[src/psu_pkg.sv]
// Shared types and constants for the PNG scanline unfilter.
`timescale 1ns / 1ps
package psu_pkg;

  localparam int MAX_ROW_BYTES   = 16384;
  localparam int MAX_PIXEL_BYTES = 8;
  localparam int COL_W           = $clog2(MAX_ROW_BYTES);
  localparam int PIXSEL_W        = $clog2(MAX_PIXEL_BYTES);
  localparam int ROWLEN_W        = 15;
  localparam int ROWS_W          = 16;
  localparam int CFG_W           = 16;
  localparam int CFG_IDX_W       = 2;
  localparam int QDEPTH          = 4;
  localparam int QPTR_W          = $clog2(QDEPTH);

  localparam logic [CFG_IDX_W-1:0] CFG_PIXEL_BYTES = 2'd0;
  localparam logic [CFG_IDX_W-1:0] CFG_ROW_BYTES   = 2'd1;
  localparam logic [CFG_IDX_W-1:0] CFG_IMAGE_ROWS  = 2'd2;

  localparam logic [3:0]          RST_PIXEL_BYTES = 4'd4;
  localparam logic [ROWLEN_W-1:0] RST_ROW_BYTES   = 15'd1024;
  localparam logic [ROWS_W-1:0]   RST_IMAGE_ROWS  = 16'd1;

  typedef enum logic [2:0] {
    FILT_NONE  = 3'd0,
    FILT_SUB   = 3'd1,
    FILT_UP    = 3'd2,
    FILT_AVG   = 3'd3,
    FILT_PAETH = 3'd4
  } filt_t;

  // Effective (clamped) configuration.
  typedef struct packed {
    logic [PIXSEL_W-1:0] pix_sel;   // pixel bytes - 1
    logic [ROWLEN_W-1:0] row_len;   // 1..MAX_ROW_BYTES
    logic [ROWS_W-1:0]   rows;      // 1..65535
  } cfg_eff_t;

  // One data byte request, classified by the front end.
  typedef struct packed {
    logic [7:0]       data;
    filt_t            filter;
    logic [COL_W-1:0] col;
    logic             row_start;
    logic             first_row;
    logic             row_end;
    logic             img_end;
  } item_t;

endpackage

[src/psu_front.sv]
// Front end: consumes type bytes, tracks column/row, queues data byte requests.
`timescale 1ns / 1ps
module psu_front (
  input  logic              clk,
  input  logic              rst_n,
  input  psu_pkg::cfg_eff_t cfg,
  input  logic              in_valid,
  output logic              in_stall,
  input  logic [7:0]        in_filtered_byte,
  input  logic              q_full,
  output logic              q_push,
  output psu_pkg::item_t    q_item
);

  logic                      awaiting_r, awaiting_nxt;
  logic                      row_start_r, row_start_nxt;
  psu_pkg::filt_t            filter_r, filter_nxt;
  logic [psu_pkg::COL_W-1:0] col_r, col_nxt;
  logic [psu_pkg::ROWS_W-1:0] row_r, row_nxt;
  logic                      accept;
  logic                      row_end;
  logic                      img_end;
  logic [psu_pkg::ROWLEN_W-1:0] col_inc;
  logic [psu_pkg::ROWS_W:0]  row_inc;

  assign in_stall = q_full;
  assign accept   = in_valid && !q_full;

  assign col_inc = {1'b0, col_r} + {{(psu_pkg::ROWLEN_W-1){1'b0}}, 1'b1};
  assign row_inc = {1'b0, row_r} + {{psu_pkg::ROWS_W{1'b0}}, 1'b1};
  assign row_end = (col_inc >= cfg.row_len);
  assign img_end = row_end && (row_inc >= {1'b0, cfg.rows});

  always_comb begin
    q_item.data      = in_filtered_byte;
    q_item.filter    = filter_r;
    q_item.col       = col_r;
    q_item.row_start = row_start_r;
    q_item.first_row = (row_r == '0);
    q_item.row_end   = row_end;
    q_item.img_end   = img_end;
  end

  assign q_push = accept && !awaiting_r;

  always_comb begin
    awaiting_nxt  = awaiting_r;
    row_start_nxt = row_start_r;
    filter_nxt    = filter_r;
    col_nxt       = col_r;
    row_nxt       = row_r;
    if (accept) begin
      if (awaiting_r) begin
        // type byte: codes above Paeth fall back to None
        filter_nxt    = (in_filtered_byte <= 8'd4) ? psu_pkg::filt_t'(in_filtered_byte[2:0])
                                                   : psu_pkg::FILT_NONE;
        awaiting_nxt  = 1'b0;
        row_start_nxt = 1'b1;
        col_nxt       = '0;
      end else begin
        row_start_nxt = 1'b0;
        if (row_end) begin
          awaiting_nxt = 1'b1;
          col_nxt      = '0;
          row_nxt      = img_end ? '0 : row_inc[psu_pkg::ROWS_W-1:0];
        end else begin
          col_nxt = col_inc[psu_pkg::COL_W-1:0];
        end
      end
    end
  end

  always_ff @(posedge clk) begin
    if (!rst_n) begin
      awaiting_r  <= 1'b1;
      row_start_r <= 1'b1;
      filter_r    <= psu_pkg::FILT_NONE;
      col_r       <= '0;
      row_r       <= '0;
    end else begin
      awaiting_r  <= awaiting_nxt;
      row_start_r <= row_start_nxt;
      filter_r    <= filter_nxt;
      col_r       <= col_nxt;
      row_r       <= row_nxt;
    end
  end

endmodule

[config.mk]
export PLATFORM = sky130hd
export DESIGN_NAME = psu_front
export DESIGN_NICKNAME = d
export VERILOG_FILES = /design/src/psu_pkg.sv /design/src/psu_front.sv
export SDC_FILE = /design/constraint.sdc
export NUM_CORES = 1
export LEC_CHECK = 0
export BUFFER_PORTS_ARGS = -buffer_cell sky130_fd_sc_hd__buf_2
export CORE_MARGIN = 10
export CORE_UTILIZATION = 55
export CTS_BUF_LIST = sky130_fd_sc_hd__clkbuf_2 sky130_fd_sc_hd__clkbuf_4 sky130_fd_sc_hd__clkbuf_8
export DETAILED_ROUTE_END_ITERATION = 8
export PLACE_DENSITY = 0.83
export SLEW_MARGIN = 20
export SYNTH_ARGS = -nofsm -noshare
export SYNTH_HDL_FRONTEND = slang
export SYNTH_SLANG_ARGS = --single-unit
[constraint.sdc]
create_clock -name clk -period 4.4 [get_ports clk]
set_clock_uncertainty 0.1 [all_clocks]
set_input_delay 0.44 -clock clk [delete_from_list [all_inputs] [get_ports clk]]
set_output_delay 0.44 -clock clk [all_outputs]
set_load 0.005 [all_outputs]
Word-level counts from Yosys, hierarchy flattened. Index checks and enable logic that the tools add are counted.

$add $sub $neg: 2. $lt $le $gt $ge: 3. Mux-type cells: 7. Bitwise logic cells: 1. Reduce and logical (&&, ||, !) cells: 8.

Operators by type and width (count): 14-bit 2-to-1 mux (2); 16-bit by 1-bit adder with 17-bit output (second input constant) (1); 17-bit by 16-bit >= comparator with 1-bit output (1); 16-bit zero test (1); 16-bit 2-to-1 mux (1); 14-bit by 1-bit adder with 15-bit output (second input constant) (1); 15-bit >= comparator (1); 8-bit by 3-bit <= comparator with 1-bit output (second input constant) (1); 1-bit logical AND (3); 1-bit 2-to-1 mux (3); 3-bit 2-to-1 mux (1); 3-bit AND reduction (1); 1-bit zero test (2); 2-bit AND reduction (1); 1-bit NOT (1).

Register bits after elaboration: 35. Bits of input ports: 46. Output and inout bits: 31. Word-level logic and storage cells: 26.

Longest topological paths before layout.
Depth in word-level cells: 4. Depth in mapped cells: 15. Mapped depth without buffers: 13.

Least setup slack after synthesis. OpenSTA, ideal clock, no wires.

Kind: reg-to-output. Start point: reg row_r[0] in the netlist's numbering. End point: out q_item[0] in the netlist's numbering. Arrival: 2782 ps. Path slack: 1078 ps. Cell stages (with the launch flop): 14. Buffers on the path: 3. Path through: dfxtp_1 > ha_1 > nand3_2 > nor4_2 > xnor2_1 > inv_1 > ha_1 > a21o_1 > a2111oi_2 > nand3_2 > buf_2 > buf_2 > o21a_1 > buf_4.

Cells in the longest elaborated chain, start to end: 3.

Ends and longest elaborated chain: start: declaration (RTL line psu_front.sv:19) `logic [psu_pkg::ROWS_W-1:0] row_r, row_nxt;`; start signal: assignment (RTL line psu_front.sv:85) `row_r <= row_nxt;`; 16-bit by 1-bit adder with 17-bit output (RTL line psu_front.sv:30) `assign row_inc = {1'b0, row_r} + {{psu_pkg::ROWS_W{1'b0}}, 1'b1};`; 17-bit by 16-bit >= comparator with 1-bit output (RTL line psu_front.sv:32) `assign img_end = row_end && (row_inc >= {1'b0, cfg.rows});`; 1-bit logical AND (RTL line psu_front.sv:32); end: declaration (RTL line psu_front.sv:12) `output psu_pkg::item_t q_item`.

No other way between the ends.

==> results.txt <==
The flow ran to the end, and the final reports show no timing, DRC or antenna violations. The first-pass iteration count of the detailed router is 4. Summed over all cells, the static leakage comes to 1.61 nW.

The total overflow left after global routing is 0. After clock tree synthesis, the clock-pin slew on the worst setup and hold paths is 0.07 ns. Counting every net in the synthesized netlist gives 457.

Pin placement for this block handled 77 I/O pins. The library cells used most frequently in the layout, excluding fill and tap cells, are buf_2 (73), nand2_1 (44), inv_1 (42). The height of the chip is 92.7 um. The quantity of I/O buffers inserted on ports came out at 73.

The starting DRC count in detailed routing is 151. The number of hold violations in the final report came out at 0. The sequential element share of the synthesized area is 24.1%. The relative slew slack is 35.3%.

The sum of met2 wire segment lengths after detailed routing came out at around 3700 um. The final standard cell count with taps included and fillers excluded came out at 503. The layout cell share with drive strength beyond 1 came out at roughly 22%. The worst endpoint required time came out at 3.86 ns.

The clock tree synthesis step divided the H-tree into 2 levels. The maximum clock path buffer count came out at 2. For this design the ratio of total power to cell area is ~200 mW/mm^2.

For this run, the total global-route usage over all layers was measured as 16.5%. The die covers 0.00858 sq mm. For this run, the leading register cell type out of synthesis is dfxtp_1.

Setup violations remaining at the end of the flow were counted as 0. The initial utilization of the core area, before any placement, comes to 56.8%. The quantity of hold-fixing buffers added after cts is 0. Of all flip-flops after synthesis, the portion carrying an async set or reset was 0%.

The path type of the worst min-delay path is in -> reg. STA classifies the critical path startpoint as a flop. The number of antenna violations at the first check in global routing came out at 0. The library cell used most frequently in the layout, excluding fill and tap cells, is buf_2. The pin count of the biggest net entering global routing came out at 34. The biggest fanout along the worst timing path is 23. Fill cells in the final layout number 473.

After synthesis the cells add up to around 0.0029 sq mm. The routability congestion estimate from global placement is ~0.8. The number of gates resized after CTS came out at 0. In the final routed layout, each cell accounts on average for between 10 and 15 um. The count of state elements after synthesis came out at 35. The final routed wirelength across all metal layers is 7130 um. The length of routed wiring on met1 is 3010 um.

The post-synthesis cell type count is 50. The net count of the finished layout is ~510. The number of nets with antenna violations after detailed routing came out at 0. Timing would allow up to 253 MHz. The buffer type at the clock tree root is clkbuf_8. The number of clock sinks is 35. TritonCTS built the clock tree. The number of flops mapped to enable cells by yosys came out at 0.

The area of combinational cells with multiple inputs came out at 0.00189 sq mm. The post-CTS repair timing setup buffer count came out at 0. The portion of the clock cycle consumed by the worst path in the final layout is 89.8%.

The max-slew violation total from the final report came out at 0. The worst path needs 3.95 ns of the cycle, external delays included. The clock latency on the worst-skew pair is 0.28 ns. The number of max-capacitance violations reported came out at 0.

The number of global-route vias before repair was ~2900. After detailed routing, the number of remaining DRC violations is 0. Counting tap cells, the placed design contains a total of 495 instances. The floorplan step set the die width to approximately 90 um. The sequential cell area is 701 sq um. The first-pass GRT wire length is 12200 um.

The type of destination of the critical path is an output pin. The routed layout has 2778 vias. The setup TNS is 0 ns. The tightest hold path in the finished design has a slack of 0.283 ns. The TritonCTS buffer count is 5.

In this run the top signal layer used is met4. The via density per instance came out at 5.52. For the pin with the worst max-slew slack, the measured transition is between 0.9 and 1 ns. The data arrival time of the worst path is roughly 3.4 ns.

The worst-case IR drop observed on VDD is 0.000166 V. The HPWL after detailed placement is between 5000 and 6000 um. The power consumption is between 0.6 and 0.7 mW. The area of the core came out at 0.00511 sq mm. The average cell area after synthesis is around 7.7 sq um. 0 antenna diodes ended up in the layout. The gate count after technology mapping is 377.

The startpoint-to-endpoint class of the critical path is reg -> out. After detailed routing, the met3 layer carries roughly 370 um of wire. The total number of placement rows is 26. The area growth from synthesis to final layout is 13.6%. Setup repair after global routing left no endpoint under its margin. During synthesis, Yosys emitted a total of 0 warnings.
[final timing paths]
path,slack (ns),start,endpoint,cells after the start
hold reg to reg,0.37,row_start_r$_SDFFE_PN1P_,row_start_r$_SDFFE_PN1P_,2
setup reg to reg,0.59,col_r[2]$_SDFFE_PN0P_,row_r[11]$_SDFFE_PN0P_,11
setup / recovery,0.45,row_r[0]$_SDFFE_PN0P_,q_item[0],13
hold / removal,0.28,in_filtered_byte[2],filter_r[2]$_SDFFE_PN0P_,2
[kinds of logic (layout without fill, tap and decap cells)]
logic type / Yosys count / in the layout / share of synthesized area, %
muxes: 1 / 1 / 0.345
xor gates and xnor gates: 20 / 20 / 6.03
AOI/OAI and AO/OA: 76 / 76 / 16.9
adders and majority gates: 34 / 34 / 14.7
buffers and inverters: 68 / 124 / 10.6
and+or+nand+nor: 143 / 143 / 27.4
DFF: 35 / 35 / 24.1
[synth_stat cells (2+ instances only)]
| master | n | area, sq um |
|---|---|---|
| a22oi_1 | 10 | 75.1 |
| nor3_1 | 4 | 20.0 |
| buf_2 | 6 | 30.0 |
| nand4_1 | 6 | 37.5 |
| ha_1 | 34 | 425 |
| o21a_1 | 6 | 45.0 |
| o2bb2ai_1 | 4 | 35.0 |
| a21oi_1 | 32 | 160 |
| inv_1 | 42 | 158 |
| xnor2_1 | 14 | 123 |
| o21ai_0 | 11 | 55.1 |
| or2_2 | 6 | 37.5 |
| nor4_1 | 7 | 43.8 |
| nand2_1 | 44 | 165 |
| buf_4 | 12 | 90.1 |
| nor2_1 | 22 | 82.6 |
| nand3_2 | 2 | 20.0 |
| and4_1 | 9 | 78.8 |
| and2_1 | 2 | 12.5 |
| a22o_1 | 3 | 26.3 |
| clkbuf_1 | 7 | 26.3 |
| a311oi_1 | 3 | 26.3 |
| nand3_1 | 12 | 60.1 |
| nor2b_1 | 2 | 12.5 |
| or4_1 | 11 | 82.6 |
| nand2b_1 | 2 | 12.5 |
| nor4b_1 | 2 | 17.5 |
| xor2_1 | 6 | 52.6 |
| dfxtp_1 | 35 | 701 |
[critical path, stage by stage, from the launching register on]
cell and delay, ns:
dfxtp_1 0.44, ha_1 0.24, nand3_2 0.16, nor2_2 0.21
and4_1 0.23, xnor2_1 0.14, inv_1 0.07, ha_1 0.29
nand4_1 0.08, nor2_1 0.05, a2111oi_2 0.38, nand3_2 0.42
o21a_1 0.31, buf_2 0.12
[metal layers]
metal	vias up	track usage, %
met1	1276	18.0
met2	65	30.1
met4	0	4.76
li1	1431	-
met3	6	4.68
met5	-	0
[report_power, final]
group / internal (mW) / switching, mW / leakage, nW / total, mW
registers: 0.324 / 0.0109 / 0.283 / 0.335
logic: 0.0494 / 0.0515 / 1.28 / 0.101
clock network: 0.123 / 0.112 / 0.0491 / 0.235
[flip-flops by register name (all words and copies together), names as in the netlist]
name,count
row_r,16
col_r,14
filter_r,3
awaiting_r,1
row_start_r,1
[through the flow]
step           utilization, %  instance area (sq um)  setup WS, ns
2_1_floorplan               -                   2900          1.08
3_3_place_gp             62.8                   3210         0.766
3_5_place_dp             62.8                   3210         0.629
4_1_cts                  64.6                   3300         0.419
5_1_grt                  64.6                   3300         0.184
6_report                 64.6                   3300         0.448
[area by class of cell]
type                       instances  area share (%)
tap                               70            2.66
clock buffer                       7            2.54
multi-input combinational        274            57.4
sequential                        35            21.2
inverter                          43            4.89
timing repair buffer              73            11.1
clock inverter                     1           0.152
Power figures use the tool's default switching activity.
