$ cat config.mk
export PLATFORM = sky130hd
export DESIGN_NAME = psu_queue
export DESIGN_NICKNAME = d
export VERILOG_FILES = /design/src/psu_pkg.sv /design/src/psu_queue.sv
export SDC_FILE = /design/constraint.sdc
export NUM_CORES = 1
export LEC_CHECK = 0
export ABC_AREA = 1
export ABC_CLOCK_PERIOD_IN_PS = 7900
export BUFFER_PORTS_ARGS = -buffer_cell sky130_fd_sc_hd__buf_4
export CAP_MARGIN = 15
export CORE_MARGIN = 2
export CORE_UTILIZATION = 45
export CTS_BUF_LIST = sky130_fd_sc_hd__clkbuf_4
export DETAILED_ROUTE_END_ITERATION = 10
export PLACE_DENSITY = 0.76
export SLEW_MARGIN = 15
export SYNTH_ARGS = -nofsm -noshare
export SYNTH_HDL_FRONTEND = slang
export SYNTH_SLANG_ARGS = --single-unit
$ cat constraint.sdc
create_clock -name clk -period 7.9 [get_ports clk]
set_input_delay 0.79 -clock clk [delete_from_list [all_inputs] [get_ports clk]]
set_output_delay 0.79 -clock clk [all_outputs]
set_load 0.005 [all_outputs]
$ cat src/psu_pkg.sv
// Shared types and constants for the PNG scanline unfilter.
`timescale 1ns / 1ps
package psu_pkg;

  localparam int MAX_ROW_BYTES   = 16384;
  localparam int MAX_PIXEL_BYTES = 8;
  localparam int COL_W           = $clog2(MAX_ROW_BYTES);
  localparam int PIXSEL_W        = $clog2(MAX_PIXEL_BYTES);
  localparam int ROWLEN_W        = 15;
  localparam int ROWS_W          = 16;
  localparam int CFG_W           = 16;
  localparam int CFG_IDX_W       = 2;
  localparam int QDEPTH          = 4;
  localparam int QPTR_W          = $clog2(QDEPTH);

  localparam logic [CFG_IDX_W-1:0] CFG_PIXEL_BYTES = 2'd0;
  localparam logic [CFG_IDX_W-1:0] CFG_ROW_BYTES   = 2'd1;
  localparam logic [CFG_IDX_W-1:0] CFG_IMAGE_ROWS  = 2'd2;

  localparam logic [3:0]          RST_PIXEL_BYTES = 4'd4;
  localparam logic [ROWLEN_W-1:0] RST_ROW_BYTES   = 15'd1024;
  localparam logic [ROWS_W-1:0]   RST_IMAGE_ROWS  = 16'd1;

  typedef enum logic [2:0] {
    FILT_NONE  = 3'd0,
    FILT_SUB   = 3'd1,
    FILT_UP    = 3'd2,
    FILT_AVG   = 3'd3,
    FILT_PAETH = 3'd4
  } filt_t;

  // Effective (clamped) configuration.
  typedef struct packed {
    logic [PIXSEL_W-1:0] pix_sel;   // pixel bytes - 1
    logic [ROWLEN_W-1:0] row_len;   // 1..MAX_ROW_BYTES
    logic [ROWS_W-1:0]   rows;      // 1..65535
  } cfg_eff_t;

  // One data byte request, classified by the front end.
  typedef struct packed {
    logic [7:0]       data;
    filt_t            filter;
    logic [COL_W-1:0] col;
    logic             row_start;
    logic             first_row;
    logic             row_end;
    logic             img_end;
  } item_t;

endpackage

$ cat src/psu_queue.sv
// Short request queue between front end and back end.
`timescale 1ns / 1ps
module psu_queue (
  input  logic           clk,
  input  logic           rst_n,
  input  logic           push,
  input  psu_pkg::item_t push_item,
  output logic           full,
  output logic           not_empty,
  input  logic           pop,
  output psu_pkg::item_t pop_item
);

  psu_pkg::item_t              slot_r [psu_pkg::QDEPTH];
  logic [psu_pkg::QPTR_W-1:0]  wr_ptr_r, wr_ptr_nxt;
  logic [psu_pkg::QPTR_W-1:0]  rd_ptr_r, rd_ptr_nxt;
  logic [psu_pkg::QPTR_W:0]    count_r, count_nxt;

  assign full      = (count_r == (psu_pkg::QPTR_W+1)'(psu_pkg::QDEPTH));
  assign not_empty = (count_r != '0);
  assign pop_item  = slot_r[rd_ptr_r];

  always_comb begin
    wr_ptr_nxt = wr_ptr_r + (push ? 1'b1 : 1'b0);
    rd_ptr_nxt = rd_ptr_r + (pop ? 1'b1 : 1'b0);
    count_nxt  = count_r;
    if (push && !pop) count_nxt = count_r + 1'b1;
    else if (pop && !push) count_nxt = count_r - 1'b1;
  end

  always_ff @(posedge clk) begin
    if (push) slot_r[wr_ptr_r] <= push_item;
  end

  always_ff @(posedge clk) begin
    if (!rst_n) begin
      wr_ptr_r <= '0;
      rd_ptr_r <= '0;
      count_r  <= '0;
    end else begin
      wr_ptr_r <= wr_ptr_nxt;
      rd_ptr_r <= rd_ptr_nxt;
      count_r  <= count_nxt;
    end
  end

endmodule

Word level (Yosys, flattened, before mapping)
Memory sizes are Yosys's and may differ from the RTL's. A register that Yosys moved wholly into a read port is not among the register bits.
Index checks and enable logic that the tools add are counted.
{ "classes": {"reduce_logical": 6, "n_addsub": 4, "muxes": 7, "eq_ne": 1} }
{ "op_table": {"columns": ["cell", "n"], "rows": [
  ["$mux 3", 2],
  ["$add 2x1->2", 2],
  ["$mux 1", 4],
  ["$add 3x1->3 const B", 1],
  ["$eq 3x3->1 const B", 1],
  ["$reduce_bool 3->1", 1],
  ["$sub 3x1->3 const B", 1],
  ["$logic_and 1x1->1", 2],
  ["$logic_not 1->1", 2],
  ["$mux 2", 1],
  ["$reduce_bool 2->1", 1]
]} }
{ "totals": {"in_bits": 33, "ff_bits": 7, "output_inout_bits": 31, "memories": 1, "ramBits": 116} }
{ "mem_list": {"columns": ["memory", "words", "width", "read_ports", "rd_ports_with_merged_regs", "wr", "line", "rtl"], "rows": [
  ["slot_r", 4, 29, 1, 1, 1, "psu_queue.sv:14", "psu_pkg::item_t slot_r [psu_pkg::QDEPTH];"]
]} }

Depth between registers and ports, before layout
Gate-level depths: netlist of run 1.
{ "depth": {"ltp_word": 4, "mapped_depth": 10, "ltp_nobuf": 10} }

Worst setup path before layout of run 1
Ideal clock, no wire load.
{ "synth_timing": {"path_type": "input-to-reg", "from": "in push", "to": "mem slot_r[0][0] in the netlist's numbering (enable)", "arrival_ps": 2846, "n_path_buf": 0, "required_ps": 7448, "path_slack_ps": 4602, "setup_time_ps": 452, "stages": 2, "cell_sequence": "inv_1 -> nor3_1"} }
{ "synth_via": {"elab_chain_len": 2} }
{ "synth_rtl": {"columns": ["item", "line", "rtl"], "rows": [
  ["start: declaration", "psu_queue.sv:6", "input logic push,"],
  ["$mux 1", "psu_queue.sv:32", "if (push) slot_r[wr_ptr_r] <= push_item;"],
  ["$mux 1 (not written as such)", "psu_queue.sv:32", null],
  ["end: declaration", "psu_queue.sv:14", null]
]} }
No other way between the ends.

==> metrics.yaml, run 1 <==
place:
  place.gp.congestion: 0.7377
  post-place-ws_ns: 4.563
  place_area_mm2: 0.005423
  place_hpwl_um: 5151
  io_buffer_count: 63
sta:
  hold_viol_final: 0
  fmax_mhz: 232.5
  skew_ns: 0.01019
  setup_viol: 0
  worst_slack_ns: 3.598
  fin_crit_ns: 4.302
  finalCritPeriodShare_pct: 54.45
  maxSlewViolCount: 0
  worst_slew_pin_slew_ns: 1.058
  slew_headroom_pct: 29.50
  hold_slack_ns: 0.4682
  finalSetupTns_ns: 0
  grt_setup_unrepaired: "false"
critical_path:
  start_kind: "flip-flop"
  reg2reg_setup_slack_ns: 6.29
  r2r_start: "rd_ptr_r[0]"
  reg2reg_depth: 3
  path_max_fanout: 60
  path_class: "reg2out"
  critPathArrivalTime_ns: 3.51
  required_ns: 7.11
  cp-end-kind: "output pin"
  timing.rr.end: "rd_ptr_r[0]"
route:
  drc_errors: 0
  viasPerCell: 5.154
  vias: 2840
  drt_iter0_drc: 174
  wirelength_um: 9204
  wl_per_cell_um: 16.70
  ant_nets: 0
  firstDrtPassIters: 4
cts:
  clk_pin_slew_worst_paths_ns: 0.11
  cts_buffers: 17
  worstSkewPairLatency_ns: 0.50
  cts_tree: "built"
  cts_resized: 0
  cts_max_level: 4
  clock_tree.buffer_depth: 2
  post-cts-setup-buffer-count: 0
  cts-root-buf: "clkbuf_4"
  clock_sinks: 123
  cts-hold-fix-buffers: 0
synth:
  syn_inst: 333
  synth.net_count: 370
  synthFlopType: "edfxtp_1"
  ys_ff_latch: 123
  yosysTopAreaCell: "edfxtp_1"
  yosysMostFrequentCell: "edfxtp_1"
  synth_warnings: 0
  synth_edf_count: 116
  synth.area.top_cells: "edfxtp_1 (72%), o21ai_0 (5.2%), o22ai_2 (5.2%)"
  avgSynthCellArea_um2: 14.50
  synth_top_area_share_pct: 72.12
  yosysSeqAreaShare_pct: 75.03
  synth.distinct_cells: 21
  synthesis.area_mm2: 0.004830
  postSynth.asyncResetShare_pct: 0
  synthTopCellsByCount: "edfxtp_1 (116), o21ai_0 (50), nor2_1 (46), nor2_2 (20), o22ai_2 (20)"
cells_and_area:
  nets: 439
  syn2layout_area_growth_pct: 19.27
  antenna_cells: 0
  drive_gt1_share_pct: 34.94
  final_cell_area_mm2: 0.005761
worst_hold_path:
  holdPathEnd: "slot_r[0][0]"
  hp-class: "in2reg"
  min-delay-start: "push_item[0]"
  holdPathStages: 1
floorplan:
  start_util_pct: 46.57
  coreArea_mm2: 0.01037
  ios: 64
  placementRows: 37
  die_w_um: 107.6
  die-area_mm2: 0.01158
  dieHeight_um: 107.6
global_routing:
  groute.usage.overall_pct: 16.86
  antenna_found_initial: 0
  grt_pass1_wl_um: 14280
  grt_overflow: 0
  grt_max_degree: 61
  grt_pass1_vias: 2805
outcome:
  status: "complete, no violations"
pwr:
  finalPower_mw: 1.431
  ir_drop_v: 0.0001470
  powerDensity_mw_per_mm2: 248.5
  p_leak_nw: 2.050
run:
  cap_violations: 0
worst max-delay path, cell delays in order, from the launching register on:
cell	delay [ns]
dfxtp_2	1.04
clkinv_2	1.04
o21ai_0	0.57
o22ai_2	0.14
buf_4	0.16
how the worst max path moves through the flow:
stage / slack, ns / startpoint / to
global placement: 4.73 / rd_ptr_r[0] / pop_item[17]
detailed placement: 4.56 / rd_ptr_r[0] / pop_item[17]
CTS: 3.95 / rd_ptr_r[0] / pop_item[17]
global route: 3.26 / rd_ptr_r[0] / pop_item[7]
finish: 3.60 / rd_ptr_r[0] / pop_item[17]
floorplan: 4.60 / push / slot_r[0][0]
cell families after synthesis:
kind of cell,after synthesis,synth area share [%]
DFF,123,75.03
AOI/OAI and AO/OA,90,12.67
and+or+nand+nor,84,7.772
buffers and inverters,32,3.342
adders and majority gates,4,1.192
final cells by class:
cell class              instances  area [um2]
well taps                     136       170.2
flip-flops and latches        123        3625
multi-input cells             178        1065
clock buffers                  18       135.1
clock inverters                14       201.4
repair buffers                 68       510.5
inverters                      14       53.80
fillers                       863        4609
through the flow:
| step | utilization, % | cells |
|---|---|---|
| finish | 55.55 | 551 |
| global route | 55.55 | 551 |
| CTS | 55.54 | 551 |
| detailed placement | 52.29 | 519 |
| global placement | 52.29 | 519 |
| floorplan | - | 333 |
flip-flops by register name, summed over array words and instances, names as in the netlist:
signal / flops
rd_ptr_r: 2
wr_ptr_r: 2
count_r: 3
slot_r: 116
routing by layer:
metal / part of all wire (%) / vias up / global-route usage (%)
met5: 0 / - / 0
met4: 0.71 / 0 / 6.685
met3: 6.5 / 7 / 6.114
met2: 50 / 84 / 27.49
met1: 43 / 1372 / 20.42
li1: - / 1377 / -
report_power, final:
part	internal, mW	switching (mW)	total [mW]
Combinational	0.0763	0.0901	0.166
Sequential	0.744	0.0176	0.762
Clock	0.283	0.221	0.503
Total	1.10	0.328	1.43
cell usage in the layout, fill, tap and decap left out:
cell        count
dfxtp_2         1
o22ai_2        20
nor3_1          1
clkinv_4        1
bufinv_16       5
nor3_2          4
inv_2           1
edfxtp_1      116
nand4_1         1
dfxtp_1         6
fa_1            1
nor2_1         46
nand3_1         1
nand2_1        11
a21oi_1         1
o21ai_1        10
o21ai_0        50
clkinvlp_4      2
buf_4          68
clkinv_1        2
ha_1            3
o22ai_1         9
clkbuf_4       18
clkinv_2        5
nor2_2         20
inv_1          12
No activity file was read; power rests on OpenSTA's default activity.
==> run 2: changes to the inputs <==
ABC_CLOCK_PERIOD_IN_PS = 4200   (was 7900)
clock period = 4.2 ns   (was 7.9 ns; I/O delays follow)
==> run 2 against run 1 <==
Effect of this change: clock power grew 78%; combinational power grew 99%; highest routed layer unchanged; sequential power grew 86%.
==> metrics.yaml, run 2 (same netlist as run 1, synthesis figures left out) <==
outcome:
  status: "complete, no violations"
sta:
  grt_setup_unrepaired: "false"
  maxSlewViolCount: 0  # unchanged
  worst_slack_ns: 1.418  # -2.181 ns
  finalSetupTns_ns: 0  # unchanged
  setup_viol: 0  # unchanged
  finalCritPeriodShare_pct: 66.25
  slew_headroom_pct: 39.46  # +10 points
  worst_slew_pin_slew_ns: 0.9070  # -0.1506 ns
  skew_ns: 0.01588  # +0.005681 ns
  fin_crit_ns: 2.782
  fmax_mhz: 359.4
  hold_slack_ns: 0.1222  # -0.3460 ns
  hold_viol_final: 0  # unchanged
cells_and_area:
  antenna_cells: 0  # unchanged
  multi_input_area_mm2: 0.001065  # unchanged
  reg_top3: "slot_r (116), count_r (3)"
  post-route-util_pct: 55.54  # about the same
  layout.cells.non_filler: 552  # +0.18%
  largest_reg_flops: 116  # unchanged
  final_cell_mix: "edfxtp_1 (116), buf_4 (69), o21ai_0 (50)"
  syn2layout_area_growth_pct: 19.25  # about the same
  largest-register: "slot_r"
  drive_gt1_share_pct: 35.34  # +0.40 points
  layout_commonest_cell: "edfxtp_1"
  regArea_mm2: 0.003625  # unchanged
  nets: 440  # +0.23%
  nFillCells: 868  # +0.58%
cts:
  worstSkewPairLatency_ns: 0.49  # about the same
  cts_resized: 0  # unchanged
  cts-hold-fix-buffers: 0  # unchanged
  clock_tree.buffer_depth: 2  # unchanged
  cts-root-buf: "clkbuf_4"
  cts_buffers: 17  # unchanged
  clock_sinks: 123  # unchanged
  post-cts-setup-buffer-count: 0  # unchanged
  cts_max_level: 4  # unchanged
  clk_pin_slew_worst_paths_ns: 0.11  # about the same
  cts_tree: "built"
critical_path:
  reg2reg_depth: 3  # unchanged
  required_ns: 3.78  # -3.33 ns
  path_max_fanout: 58  # -3.3%
  path_class: "reg2out"
  crit_end: "pop_item[21]"
  crit_path_start: "rd_ptr_r[0]"
  start_kind: "flip-flop"
  cp-end-kind: "output pin"
  timing.rr.end: "slot_r[1][17]"
  critPathArrivalTime_ns: 2.36  # -1.15 ns
  r2r_start: "wr_ptr_r[0]"
  reg2reg_setup_slack_ns: 2.69  # -3.60 ns
floorplan:
  dieHeight_um: 107.6  # unchanged
  start_util_pct: 46.57  # unchanged
  die-area_mm2: 0.01158  # unchanged
  ios: 64  # unchanged
  placementRows: 37  # unchanged
  coreArea_mm2: 0.01037  # unchanged
  die_w_um: 107.6  # unchanged
global_routing:
  grt_pass1_wl_um: 13860  # -2.9%
  grt_overflow: 0  # unchanged
  grt_max_degree: 60  # -1.6%
  antenna_found_initial: 0  # unchanged
  grt_pass1_vias: 2781  # -0.86%
  groute.usage.overall_pct: 16.34  # -0.52 points
route:
  wl_per_cell_um: 16.30  # -2.4%
  wl_met1_um: 3822  # -3.1%
  drt_iter0_drc: 229  # +32%
  wirelength_um: 8997  # -2.2%
  viasPerCell: 5.125  # -0.57%
  wl_met2_um: 4680  # +1.9%
  vias: 2829  # -0.39%
  ant_nets: 0  # unchanged
  drc_errors: 0  # unchanged
  wl_met3_um: 425  # -29%
  firstDrtPassIters: 4  # unchanged
  routed.top_layer: "met4"
run:
  cap_violations: 0  # unchanged
place:
  dp.cells: 520  # +0.19%
  place.gp.congestion: 0.7288  # -1.2%
  post-place-ws_ns: 2.073  # -2.490 ns
  place_hpwl_um: 4999  # -3.0%
  io_buffer_count: 63  # unchanged
worst_hold_path:
  hp-class: "in2reg"
pwr:
  p_leak_nw: 2.044  # -0.31%
  ir_drop_v: 0.0002117  # +44%
  powerDensity_mw_per_mm2: 458.9  # +85%
-- run 2: critical path, stage by stage (launching register included) --
cell	delay, ns
dfxtp_2	0.36
clkinv_2	0.69
o21ai_0	0.54
o22ai_2	0.12
buf_4	0.15
-- run 2: cell type report --
cell class,count,share of cell area [%]
clock buffers,17,2.216
clock inverters,15,3.476
inverters,14,0.9342
multi-input cells,178,18.49
flip-flops and latches,123,62.94
well taps,136,2.955
repair buffers,69,8.994
-- run 2: stage by stage --
| step | power, mW | area (um2) |
|---|---|---|
| 3_3_place_gp | 1.768 | 5430 |
| 6_report | 2.643 | 5759 |
| 4_1_cts | 2.673 | 5758 |
| 3_5_place_dp | 1.781 | 5430 |
| 5_1_grt | 2.766 | 5759 |
| 2_1_floorplan | 1.626 | 4830 |
-- run 2: power breakdown --
part | switching [mW] | internal (mW)
logic | 0.185 | 0.145
registers | 0.0175 | 1.40
clock network | 0.424 | 0.472
-- run 2: how the worst min path moves through the flow --
| stage | from | endpoint | slack (ns) | cells after the start |
|---|---|---|---|---|
| 2_1_floorplan | count_r[0] | count_r[0] | 0.49 | 2 |
| 3_3_place_gp | count_r[0] | count_r[0] | 0.51 | 2 |
| 3_5_place_dp | count_r[0] | count_r[0] | 0.53 | 2 |
| 4_1_cts | push_item[5] | slot_r[0][5] | 0.07 | 1 |
| 5_1_grt | push_item[5] | slot_r[0][5] | 0.05 | 1 |
| 6_report | push_item[5] | slot_r[1][5] | 0.12 | 1 |
-- run 2: metal layers --
| metal | vias to the layer above | global-route usage, % |
|---|---|---|
| met1 | 1387 | 19.51 |
| li1 | 1374 | - |
| met3 | 6 | 5.508 |
| met4 | 0 | 5.037 |
| met5 | - | 0 |
| met2 | 62 | 27.99 |
==> run 3: changes to the inputs <==
ABC_AREA = 0   (was 1)
ABC_CLOCK_PERIOD_IN_PS = 2550   (was 4200)
PLACE_DENSITY = 0.79   (was 0.76)
clock period = 2.55 ns   (was 4.2 ns; I/O delays follow)
==> run 3 against run 2 <==
Effect of this change: via count is 23% lower; synthesized cell count down 44%; count of clock-buffer cells in the layout grew 3; hold slack got worse by 0.025 ns; area after synthesis shrank 6.0%; first-iteration DRC count decreased by 58%; global-route usage shrank 0.91 points; combinational power increased by 47%; sequential share of layout area increased by 0.62 points; cell count fell by 20%; setup slack lost 1.1 ns; register-to-register slack worse by 1.8 ns; largest cell class unchanged.
==> metrics.yaml, run 3 <==
outcome:
  status: "complete, no violations"
synth:
  synthTopCellsByCount: "edfxtp_1 (116), mux4_2 (28), dfxtp_1 (7), and2_1 (5)"
  synth_top_area_share_pct: 76.69  # +4.6 points
  synth_warnings: 0  # unchanged
  synth_edf_count: 116  # unchanged
  synth.distinct_cells: 26  # +24%
  postSynth.asyncResetShare_pct: 0  # unchanged
  avgSynthCellArea_um2: 24.55  # +69%
  synthesis.area_mm2: 0.004542  # -6.0%
  synth.net_count: 222  # -40%
  ys_ff_latch: 123  # unchanged
  synthFlopType: "edfxtp_1"
  yosysTopAreaCell: "edfxtp_1"
  syn_inst: 185  # -44%
  yosysMostFrequentCell: "edfxtp_1"
  yosysSeqAreaShare_pct: 79.78  # +4.8 points
  synth.area.top_cells: "edfxtp_1 (77%), mux4_2 (14%), dfxtp_1 (3.1%)"
cells_and_area:
  antenna_cells: 0  # unchanged
  layout.cells.non_filler: 442  # -20%
  largest-register: "slot_r"
  layout_commonest_cell: "edfxtp_1"
  largest_reg_flops: 116  # unchanged
  syn2layout_area_growth_pct: 25.62
  final_cell_mix: "edfxtp_1 (116), buf_4 (69), dlygate4sd3_1 (30)"
  drive_gt1_share_pct: 41.75  # +6.4 points
  nets: 334  # -24%
  reg_top3: "slot_r (116), count_r (3)"
  final_cell_area_mm2: 0.005705  # -0.93%
critical_path:
  path_class: "reg2out"
  path_cells: "buf_4 -> mux4_1 -> buf_4"
  crit_slowest_cell: "mux4_1"
  cp-end-kind: "output pin"
  cp.depth: 3  # -1
  crit_buf_inv: 2  # unchanged
  crit_top_cell: "buf_4"
  cp_top_family: "multiplexers"
  crit_path_start: "rd_ptr_r[0]"
  crit_end: "pop_item[3]"
  max_stage_delay_ns: 0.63  # -0.06 ns
  path_max_fanout: 19  # -67%
  timing.rr.end: "slot_r[0][12]"
  required_ns: 2.30  # -1.48 ns
  critPathArrivalTime_ns: 1.96  # -0.40 ns
  reg2reg_depth: 2  # -1
  r2r_start: "wr_ptr_r[0]"
  start_kind: "flip-flop"
  reg2reg_setup_slack_ns: 0.88  # -1.81 ns
route:
  vias: 2179  # -23%
  wirelength_um: 7645  # -15%
  viasPerCell: 4.930  # -3.8%
  drt_iter0_drc: 96  # -58%
  ant_nets: 0  # unchanged
  wl_per_cell_um: 17.30  # +6.1%
  drc_errors: 0  # unchanged
  firstDrtPassIters: 4  # unchanged
cts:
  clk_pin_slew_worst_paths_ns: 0.10  # about the same
  cts_tree: "built"
  cts_resized: 0  # unchanged
  cts_buffers: 17  # unchanged
  clock_sinks: 123  # unchanged
  post-cts-setup-buffer-count: 0  # unchanged
  worstSkewPairLatency_ns: 0.49  # about the same
  cts-root-buf: "clkbuf_4"
  cts_max_level: 4  # unchanged
  clock_tree.buffer_depth: 2  # unchanged
floorplan:
  coreArea_mm2: 0.009774  # -5.7%
  start_util_pct: 46.47  # -0.11 points
  placementRows: 36  # -2.7%
  die-area_mm2: 0.01091  # -5.7%
  ios: 64  # unchanged
  dieHeight_um: 104.5  # -2.9%
  die_w_um: 104.5  # -2.9%
sta:
  slew_headroom_pct: 45.69  # +6.2 points
  worst_slew_pin_slew_ns: 0.8146  # -0.09236 ns
  setup_viol: 0  # unchanged
  hold_slack_ns: 0.09717  # -0.02498 ns
  maxSlewViolCount: 0  # unchanged
  hold_viol_final: 0  # unchanged
  fmax_mhz: 450.6
  worst_slack_ns: 0.3308  # -1.087 ns
  finalCritPeriodShare_pct: 87.03
  fin_crit_ns: 2.219
  finalSetupTns_ns: 0  # unchanged
  grt_setup_unrepaired: "false"
  skew_ns: 0.01426  # -0.001611 ns
pwr:
  p_leak_nw: 1.975  # -3.4%
  ir_drop_v: 0.0004050  # +91%
  powerDensity_mw_per_mm2: 682.3  # +49%
global_routing:
  grt_busiest_layer: "met2"
  met3_usage_pct: 5.952  # +0.44 points
  grt_max_degree: 31  # -48%
  grt_pass1_vias: 2331  # -16%
  grt_overflow: 0  # unchanged
  use_met2_pct: 24.98  # -3.0 points
  grt_use_met1_pct: 18.79  # -0.72 points
  groute.usage.overall_pct: 15.43  # -0.91 points
  grt_pass1_wl_um: 12300  # -11%
  antenna_found_initial: 0  # unchanged
run:
  cap_violations: 0  # unchanged
worst_hold_path:
  hp-class: "in2reg"
place:
  io_buffer_count: 63  # unchanged
  post-place-ws_ns: 0.8099  # -1.263 ns
  place_hpwl_um: 4430  # -11%
  place_area_mm2: 0.005199  # -4.3%
  dp.cells: 381  # -27%
  place.gp.congestion: 0.6784  # -6.9%
-- run 3: cell types whose count changed in the layout (fill, tap and decap cells not counted), moves of 10 or more --
cell / change
o21ai_0: -49
nor2_1: -46
dlygate4sd3_1: +30
mux4_2: +28
nor2_2: -20
o22ai_2: -20
inv_1: -10
nand2_1: -10
o21ai_1: -10
-- run 3: worst min path at each step --
stage               slack, ns            end  depth (start not counted)          start
floorplan                0.35   slot_r[0][0]                          0   push_item[0]
global placement         0.45   slot_r[2][3]                          1   push_item[3]
detailed placement       0.46  slot_r[0][19]                          1  push_item[19]
CTS                      0.07    rd_ptr_r[0]                          3            pop
global route             0.07    rd_ptr_r[0]                          3            pop
finish                    0.1    rd_ptr_r[0]                          3            pop
-- run 3: cell type report --
class                      count  area, um2
fill                         756       4069
clock buffer                  20      150.1
sequential                   123       3626
inverter                       2      7.507
clock inverter                11      56.30
timing repair buffer          99      818.3
multi-input combinational     54      880.8
tap                          133      166.4
-- run 3: power by group --
| group | total (mW) | switching [mW] | internal [mW] |
|---|---|---|---|
| Clock | 1.04 | 0.654 | 0.390 |
| Sequential | 2.36 | 0.0500 | 2.31 |
| Combinational | 0.486 | 0.192 | 0.294 |
-- run 3: what timing repair did --
item / 4_1_cts / 5_1_grt
endpoints found under the hold margin: 121 / 0
hold buffers: 30 / 0
setup endpoints to repair: 0 / 0
-- run 3: through the flow --
stage / power [mW] / util [%]
after floorplan: 2.630 / -
after global placement: 2.854 / 53.19
after detailed placement: 2.870 / 53.19
after CTS: 3.939 / 58.37
after global routing: 4.071 / 58.37
final: 3.893 / 58.37
-- run 3: cell families after synthesis --
logic type | share of synthesized area, %
DFF | 79.78
buffers and inverters | 1.295
AOI/OAI and AO/OA | 0.2754
xor gates and xnor gates | 0.7715
and+or+nand+nor | 1.928
adders and majority gates | 1.267
muxes | 14.68
-- run 3: layer usage --
layer  up-vias  share of wire (%)
li1       1010                  -
met1      1103                 43
met2        52                 50
met3        14                4.6
met4         0                1.6
met5         -                  0
-- run 3: worst reg2reg max path: cells and delay by family, from the launching register on --
kind,cells,cell delay [ns]
flops,1,0.40
buf+inv,1,0.33
simple gates,1,0.63
